File: src/hw/rtl/sbba_pkg.sv
`timescale 1ns / 1ps
// ----------------------------------------------------------------------------
// sbba_pkg
// Shared types and constants for the scaled bitmap blit address map.
// ----------------------------------------------------------------------------
package sbba_pkg;

    localparam int MAX_IMAGE_DIM = 4096;
    localparam int POS_W  = 13;                            // row/col/dest widths
    localparam int CW     = $clog2(MAX_IMAGE_DIM + 1);     // crop/image dim width
    localparam int QW     = $clog2(MAX_IMAGE_DIM);         // source index width
    localparam int DW     = POS_W + CW;                    // dividend width
    localparam int SW     = CW + 2;                        // padded stride width
    localparam int OFF_W  = 26;
    localparam int SUM_W  = (QW + SW + 1 > OFF_W) ? QW + SW + 1 : OFF_W;
    localparam int LAT    = QW + 3;                        // accept to strobe

    // register indexes
    localparam logic [2:0] REG_IMAGE_WIDTH  = 3'd0;
    localparam logic [2:0] REG_IMAGE_HEIGHT = 3'd1;
    localparam logic [2:0] REG_CROP_WIDTH   = 3'd2;
    localparam logic [2:0] REG_CROP_HEIGHT  = 3'd3;
    localparam logic [2:0] REG_DRAW_WIDTH   = 3'd4;
    localparam logic [2:0] REG_DRAW_HEIGHT  = 3'd5;
    localparam logic [2:0] REG_DEST_WIDTH   = 3'd6;
    localparam logic [2:0] REG_DEST_HEIGHT  = 3'd7;

    // one word moving through the divider stages
    typedef struct packed {
        logic             ok;
        logic [POS_W-1:0] dx;
        logic [POS_W-1:0] dy;
        logic [DW-1:0]    nr;
        logic [DW-1:0]    nc;
        logic [QW-1:0]    qr;
        logic [QW-1:0]    qc;
    } div_word_t;

endpackage

File: src/hw/rtl/sbba_div.sv
`timescale 1ns / 1ps
// ----------------------------------------------------------------------------
// sbba_div
// Pipelined restoring divider, one quotient bit per stage, for the row and
// column scale factors in parallel.
// ----------------------------------------------------------------------------
module sbba_div (
    input  logic                          clk,
    input  logic                          rst_n,
    input  logic                          in_valid,
    input  sbba_pkg::div_word_t           in_word,
    input  logic [sbba_pkg::POS_W-1:0]    div_row,
    input  logic [sbba_pkg::POS_W-1:0]    div_col,
    output logic                          out_valid,
    output sbba_pkg::div_word_t           out_word
);

    logic                valid_reg [sbba_pkg::QW+1];
    sbba_pkg::div_word_t word_reg  [sbba_pkg::QW+1];

    assign valid_reg[0] = in_valid;
    assign word_reg[0]  = in_word;

    genvar k;
    generate
        for (k = 0; k < sbba_pkg::QW; k++)
        begin : g_stage
            localparam int B = sbba_pkg::QW - 1 - k;
            logic [sbba_pkg::DW-1:0] dr, dc;
            sbba_pkg::div_word_t     w_next;
            sbba_pkg::div_word_t     w_reg;
            logic                    v_reg;

            assign dr = sbba_pkg::DW'(div_row) << B;
            assign dc = sbba_pkg::DW'(div_col) << B;

            // compare and subtract the shifted row and column divisors
            always_comb
            begin
                w_next = word_reg[k];
                if (word_reg[k].nr >= dr)
                begin
                    w_next.nr    = word_reg[k].nr - dr;
                    w_next.qr[B] = 1'b1;
                end
                if (word_reg[k].nc >= dc)
                begin
                    w_next.nc    = word_reg[k].nc - dc;
                    w_next.qc[B] = 1'b1;
                end
            end

            always_ff @(posedge clk or negedge rst_n)
            begin
                if (!rst_n)
                    v_reg <= 1'b0;
                else
                    v_reg <= valid_reg[k];
            end

            always_ff @(posedge clk)
            begin
                w_reg <= w_next;
            end

            assign valid_reg[k+1] = v_reg;
            assign word_reg[k+1]  = w_reg;
        end
    endgenerate

    assign out_valid = valid_reg[sbba_pkg::QW];
    assign out_word  = word_reg[sbba_pkg::QW];

endmodule

File: src/hw/rtl/scaled_bmp_blit_address_map.sv
`timescale 1ns / 1ps
// ----------------------------------------------------------------------------
// scaled_bmp_blit_address_map
// Maps a destination pixel of a scaled blit back to a source byte offset.
// An accepted pixel passes the entry register, one divider stage per source
// index bit, the product register and the output register to the strobe.
// Throughput: one pixel per cycle; busy stays low, results are never held.
// Reset clears config and valid registers, emptying the pipeline; data regs are not reset.
// ----------------------------------------------------------------------------
module scaled_bmp_blit_address_map (
    input  logic        clk,
    input  logic        rst_n,
    input  logic        start,
    output logic        busy,
    input  logic [12:0] out_row,
    input  logic [12:0] out_col,
    input  logic signed [13:0] origin_x,
    input  logic signed [13:0] origin_y,
    output logic        result_valid,
    output logic        write_enable,
    output logic [25:0] source_offset,
    output logic [12:0] dest_x,
    output logic [12:0] dest_y,
    input  logic        cfg_valid,
    output logic        cfg_ready,
    input  logic [2:0]  cfg_index,
    input  logic [13:0] cfg_data
);

    localparam int CW = sbba_pkg::CW;
    localparam int QW = sbba_pkg::QW;

    logic [12:0] image_width_reg, crop_width_reg, crop_height_reg;
    logic [12:0] draw_width_reg, draw_height_reg, dest_width_reg, dest_height_reg;
    logic signed [13:0] image_height_reg;

    assign busy      = 1'b0;
    assign cfg_ready = 1'b1;

    // configuration registers
    always_ff @(posedge clk or negedge rst_n)
    begin
        if (!rst_n)
        begin
            image_width_reg  <= '0;
            image_height_reg <= '0;
            crop_width_reg   <= '0;
            crop_height_reg  <= '0;
            draw_width_reg   <= '0;
            draw_height_reg  <= '0;
            dest_width_reg   <= '0;
            dest_height_reg  <= '0;
        end
        else if (cfg_valid)
        begin
            unique case (cfg_index)
                sbba_pkg::REG_IMAGE_WIDTH:  image_width_reg  <= cfg_data[12:0];
                sbba_pkg::REG_IMAGE_HEIGHT: image_height_reg <= cfg_data;
                sbba_pkg::REG_CROP_WIDTH:   crop_width_reg   <= cfg_data[12:0];
                sbba_pkg::REG_CROP_HEIGHT:  crop_height_reg  <= cfg_data[12:0];
                sbba_pkg::REG_DRAW_WIDTH:   draw_width_reg   <= cfg_data[12:0];
                sbba_pkg::REG_DRAW_HEIGHT:  draw_height_reg  <= cfg_data[12:0];
                sbba_pkg::REG_DEST_WIDTH:   dest_width_reg   <= cfg_data[12:0];
                sbba_pkg::REG_DEST_HEIGHT:  dest_height_reg  <= cfg_data[12:0];
                default: ;
            endcase
        end
    end

    // derived geometry; user keeps it static while items flow, not enforced here
    logic [13:0]         habs;
    logic                bad_image, use_crop, flip;
    logic [CW-1:0]       iw, ih, cw, ch;
    logic [12:0]         ow, oh;
    logic [sbba_pkg::SW-1:0] stride;

    always_comb
    begin
        habs      = image_height_reg[13] ? 14'(-image_height_reg) : image_height_reg;
        bad_image = (image_width_reg == '0) || (habs == '0)
                 || (14'(image_width_reg) > 14'(sbba_pkg::MAX_IMAGE_DIM))
                 || (habs > 14'(sbba_pkg::MAX_IMAGE_DIM));
        flip      = !image_height_reg[13] && (habs != '0);
        iw        = CW'(image_width_reg);
        ih        = CW'(habs);
        use_crop  = (crop_width_reg != '0) && (crop_height_reg != '0);
        cw        = iw;
        ch        = ih;
        if (use_crop)
        begin
            if (14'(crop_width_reg) < 14'(image_width_reg))
                cw = CW'(crop_width_reg);
            if (14'(crop_height_reg) < habs)
                ch = CW'(crop_height_reg);
        end
        ow     = (draw_width_reg  != '0) ? draw_width_reg  : 13'(cw);
        oh     = (draw_height_reg != '0) ? draw_height_reg : 13'(ch);
        stride = sbba_pkg::SW'(((sbba_pkg::SW'(iw) * 3) + 3) >> 2) << 2;
    end

    // entry stage: bounds, clipping and scale products
    logic signed [14:0]  dx_s, dy_s;
    sbba_pkg::div_word_t in_word;
    sbba_pkg::div_word_t s0_reg;
    logic                s0_valid_reg;

    always_comb
    begin
        dx_s           = 15'(origin_x) + $signed({2'b00, out_col});
        dy_s           = 15'(origin_y) + $signed({2'b00, out_row});
        in_word        = '0;
        in_word.ok     = !bad_image && (out_row < oh) && (out_col < ow)
                      && !dx_s[14] && (dx_s[13:0] < {1'b0, dest_width_reg})
                      && !dy_s[14] && (dy_s[13:0] < {1'b0, dest_height_reg});
        in_word.dx     = dx_s[12:0];
        in_word.dy     = dy_s[12:0];
        in_word.nr     = sbba_pkg::DW'(out_row) * sbba_pkg::DW'(ch);
        in_word.nc     = sbba_pkg::DW'(out_col) * sbba_pkg::DW'(cw);
    end

    always_ff @(posedge clk or negedge rst_n)
    begin
        if (!rst_n)
            s0_valid_reg <= 1'b0;
        else
            s0_valid_reg <= start && !busy;
    end

    always_ff @(posedge clk)
    begin
        s0_reg <= in_word;
    end

    // scale division
    logic                div_valid;
    sbba_pkg::div_word_t div_word;

    sbba_div u_div (
        .clk       (clk),
        .rst_n     (rst_n),
        .in_valid  (s0_valid_reg),
        .in_word   (s0_reg),
        .div_row   (oh),
        .div_col   (ow),
        .out_valid (div_valid),
        .out_word  (div_word)
    );

    // row clamp and flip, row-stride product and column product
    logic [CW-1:0]             sr_c, sr_f;
    logic [QW-1:0]             sc_c;
    logic                      m_valid_reg, m_ok_reg;
    logic [QW+sbba_pkg::SW-1:0] m_row_reg;
    logic [QW+1:0]             m_col_reg;
    logic [12:0]               m_dx_reg, m_dy_reg;

    always_comb
    begin
        sr_c = CW'(div_word.qr);
        if (sr_c >= ih)
            sr_c = ih - 1'b1;
        sr_f = flip ? (ih - 1'b1 - sr_c) : sr_c;
        sc_c = div_word.qc;
        if (CW'(sc_c) >= cw)
            sc_c = QW'(cw - 1'b1);
    end

    always_ff @(posedge clk or negedge rst_n)
    begin
        if (!rst_n)
            m_valid_reg <= 1'b0;
        else
            m_valid_reg <= div_valid;
    end

    always_ff @(posedge clk)
    begin
        m_ok_reg  <= div_word.ok;
        m_row_reg <= (QW+sbba_pkg::SW)'(sr_f[QW-1:0]) * (QW+sbba_pkg::SW)'(stride);
        m_col_reg <= (QW+2)'(sc_c) * (QW+2)'(3);
        m_dx_reg  <= div_word.dx;
        m_dy_reg  <= div_word.dy;
    end

    // final add and output register
    logic [sbba_pkg::SUM_W-1:0] sum;
    logic        o_valid_reg, o_we_reg;
    logic [25:0] o_off_reg;
    logic [12:0] o_dx_reg, o_dy_reg;

    assign sum = sbba_pkg::SUM_W'(m_row_reg) + sbba_pkg::SUM_W'(m_col_reg);

    always_ff @(posedge clk or negedge rst_n)
    begin
        if (!rst_n)
            o_valid_reg <= 1'b0;
        else
            o_valid_reg <= m_valid_reg;
    end

    always_ff @(posedge clk)
    begin
        o_we_reg  <= m_ok_reg;
        o_off_reg <= m_ok_reg ? sum[25:0] : '0;
        o_dx_reg  <= m_ok_reg ? m_dx_reg : '0;
        o_dy_reg  <= m_ok_reg ? m_dy_reg : '0;
    end

    assign result_valid  = o_valid_reg;
    assign write_enable  = o_we_reg;
    assign source_offset = o_off_reg;
    assign dest_x        = o_dx_reg;
    assign dest_y        = o_dy_reg;

    // checks
    a_latency: assert property (@(posedge clk) disable iff (!rst_n)
        start |-> ##(sbba_pkg::LAT) result_valid)
        else $error("accepted word produced no result");
    a_zero_fields: assert property (@(posedge clk) disable iff (!rst_n)
        result_valid && !write_enable |-> source_offset == '0 && dest_x == '0
                                         && dest_y == '0)
        else $error("no-write result carries nonzero fields");
    a_clip: assert property (@(posedge clk) disable iff (!rst_n)
        result_valid && write_enable |-> dest_x < dest_width_reg
                                        && dest_y < dest_height_reg)
        else $error("write outside destination");

endmodule
File: config.mk
export PLATFORM = sky130hd
export DESIGN_NAME = scaled_bmp_blit_address_map
export DESIGN_NICKNAME = d
export VERILOG_FILES = /design/src/hw/rtl/sbba_pkg.sv /design/src/hw/rtl/sbba_div.sv /design/src/hw/rtl/scaled_bmp_blit_address_map.sv
export SDC_FILE = /design/constraint.sdc
export NUM_CORES = 2
export LEC_CHECK = 0
export BUFFER_PORTS_ARGS = -buffer_cell sky130_fd_sc_hd__buf_2
export CORE_UTILIZATION = 30
export DETAILED_ROUTE_END_ITERATION = 10
export SETUP_SLACK_MARGIN = 0.15
export SYNTH_ARGS = -nofsm -noshare
export SYNTH_HDL_FRONTEND = slang
export SYNTH_SLANG_ARGS = --single-unit
File: constraint.sdc
create_clock -name clk -period 14.5 [get_ports clk]
set_input_delay 2.9 -clock clk [delete_from_list [all_inputs] [get_ports clk]]
set_output_delay 2.9 -clock clk [all_outputs]
set_load 0.02 [all_outputs]
==> results.tsv <==
metric	value	unit
CP max stage cell	a211oi_2	
Antenna Nets Post-Route	0	
Initial DRT Pass Iterations	6	
CP max FO	15	
H-tree Lvls	4	
initial antenna violation count	27	
fill cell count	23700	
Hold/Removal Path Class	reg2reg	
Clock Skews	0.0703	ns
fin crit period	12.16	ns
Crit Reg-Reg Endpoint	m_row_reg[25]$_DFF_P_	
min-delay src	u_div.g_stage[8].w_reg[19]$_DFF_P_	
ys flop type	dfxtp_1	
Largest register FFs	954	
warnings from Yosys	0	
Clock transition at path regs	0.07	ns
# port buffers	128	
clock buffer depth	3	
critical path required time	15.16	ns
CTS root buffer	clkbuf_16	
reg2reg start	image_height_reg[0]$_DFFE_PN0P_	
status	finished, final reports clean	
Post CTS Setup Buffer Count	0	
Reg2Reg Setup Slack	2.34	ns
global-route wire length before repair	288000	µm
Hold Crit Endpoint	u_div.g_stage[10].w_next[19]$_DFF_P_	
fin nets	8550	
final count of pins violating max slew	0	
hold_buf cts	0	
Seq cells post-synth	1369	
# setup viols final	0	
Via density	4.73	
Worst Max-Slew Pin Slew	1.21	ns
RSZ-0062 raised after global routing	false	
Setup CP Type	reg2reg	
Netlist cell types	95	
Die Wd	490	µm
gpl congestion	0.889	
CP arrival	12.82	ns
WHS Path Cells	0	
CTS Buf Count	150	
Initial Util	30.3	%
Buf/Inv on CP	5	
syn avg cell area	9.91	µm²
Crit path largest cell delay	0.85	ns
WL/cell	17.3	µm
Row Count	178	
max-cap violations	0	
Setup TNS	0	ns
DRC	0	
CP startpoint kind	flop	
Total Wirelength	185000	µm
CORE AREA	236000	µm²
vias in the first global route	50900	
clk_lat worst skew	0.84	ns
PostCTS Resize Cnt	0	
vias	50500	
die height	490	µm
Async S/R FF share, synth	8.77	%
GRT Util Overall	15.2	%
relative slew slack	19.4	%
hpwl dp	143000	µm
share of cells above drive strength 1	9.02	%
Iter 0 DRT Violations	2823	
post-synthesis cell area	71500	µm²
DIE AREA	240000	µm²
final hold vios	0	
Final period util	83.9	%
post-synthesis sequential area ratio	39.2	%
Cells after Synth	7210	
crit end category	flop	
Fmax achieved	0.0822	GHz
largest net degree at the start of global routing	62	
GRT overflow	0	
R2R cell count	44	
Syn Nets	8359	
family with the most delay on the worst path	compound AO/OA/AOI/OAI gates	
clk sinks	1369	
Area Growth Syn to Fin	14.2	%
number of synthesized flops with an enable pin	0	
TritonCTS clock tree	yes	
Ports	131	
==> cell families (layout without fill, tap and decap cells) <==
family,Yosys count,after routing,synth area share [%]
simple gates,2015,2015,13.8
flops,1369,1369,39.2
compound gates,1234,1234,10.7
fa+ha+maj,1074,1074,22.8
buf+inv,834,1152,4.51
xor+xnor,498,498,6.16
mux,184,184,2.87
other cells,2,8,0.0105
==> through the flow <==
stage	util, %	cells	hold slack, ns	instance area [µm²]	worst slack [ns]
2_1_floorplan	-	7210	0.310	71500	4.46
3_3_place_gp	32.2	10400	0.310	76000	2.54
3_5_place_dp	32.2	10400	0.312	76000	2.41
4_1_cts	34.6	10700	0.305	81600	2.28
5_1_grt	34.6	10700	0.314	81600	1.42
6_report	34.6	10700	0.306	81600	2.34
==> how the worst max path moves through the flow <==
| stage | from | to | slack [ns] | cells past startpoint |
|---|---|---|---|---|
| 2_1_floorplan | image_height_reg[0]$_DFFE_PN0P_ | m_row_reg[25]$_DFF_P_ | 4.46 | 48 |
| 3_3_place_gp | image_height_reg[0]$_DFFE_PN0P_ | m_row_reg[25]$_DFF_P_ | 2.54 | 44 |
| 3_5_place_dp | image_height_reg[0]$_DFFE_PN0P_ | m_row_reg[25]$_DFF_P_ | 2.41 | 44 |
| 4_1_cts | image_height_reg[0]$_DFFE_PN0P_ | m_row_reg[25]$_DFF_P_ | 2.28 | 44 |
| 5_1_grt | image_height_reg[0]$_DFFE_PN0P_ | m_row_reg[25]$_DFF_P_ | 1.42 | 44 |
| 6_report | image_height_reg[0]$_DFFE_PN0P_ | m_row_reg[25]$_DFF_P_ | 2.34 | 44 |
==> synth_stat cells, types with 97 or more instances <==
| cell type | count | area [µm²] |
|---|---|---|
| nor3_1 | 134 | 671 |
| xnor2_1 | 284 | 2490 |
| and2_1 | 171 | 1070 |
| xor2_1 | 210 | 1840 |
| inv_1 | 675 | 2530 |
| fa_1 | 378 | 7570 |
| clkbuf_1 | 122 | 458 |
| nand2_1 | 677 | 2540 |
| o21ai_0 | 328 | 1640 |
| mux2_2 | 149 | 1680 |
| nor2b_1 | 97 | 607 |
| a21o_1 | 149 | 1120 |
| ha_1 | 696 | 8710 |
| a21oi_1 | 376 | 1880 |
| dfrtp_1 | 120 | 3000 |
| nor2_1 | 417 | 1570 |
| dfxtp_1 | 1249 | 25000 |
==> worst register-to-register path, delay by kind of cell (launching register included) <==
family	cells	cell delay, ns
AO/OA/AOI/OAI	16	4.39
adder cells (fa/ha/maj)	9	3.11
AND/OR/NAND/NOR	10	2.43
XOR/XNOR	3	0.68
flip-flops	1	0.50
buffers and inverters	5	0.45
multiplexers	1	0.43
==> layout by cell type, fill, tap and decap left out, drive strengths merged, types with 49 or more instances in the layout <==
| cell | n |
|---|---|
| nor4 | 82 |
| a21oi | 376 |
| nand4 | 59 |
| inv | 688 |
| nor2b | 97 |
| dfrtp | 120 |
| ha | 696 |
| nand2b | 78 |
| o21ai | 337 |
| or3 | 52 |
| xnor2 | 284 |
| dfxtp | 1249 |
| fa | 378 |
| nor2 | 418 |
| clkbuf | 194 |
| nand3 | 82 |
| a21o | 149 |
| and2 | 171 |
| buf | 197 |
| nand2 | 677 |
| o21a | 49 |
| xor2 | 214 |
| nor3 | 135 |
| mux2 | 150 |
| o31ai | 58 |
==> area by class of cell <==
cell class | instances | area (µm²) | share of cell area, %
well taps | 3150 | 3940 | 4.83
diodes | 6 | 15.0 | 0.0184
multi-input cells | 5007 | 40300 | 49.4
clock buffers | 194 | 4220 | 5.16
flip-flops and latches | 1369 | 28000 | 34.3
clock inverters | 85 | 1430 | 1.75
inverters | 676 | 2540 | 3.11
repair buffers | 197 | 1160 | 1.43
==> per-layer routing <==
layer | global-route usage (%) | vias to the layer above | part of all wire [%]
li1 | - | 24700 | -
met1 | 19.8 | 24200 | 46
met2 | 24.8 | 1238 | 45
met3 | 2.62 | 356 | 5.0
met4 | 6.23 | 2 | 3.9
met5 | 0 | - | 0.0070
Power is not shown: default switching activity piles up to over one toggle a cycle in this logic, so the estimate is an artifact.
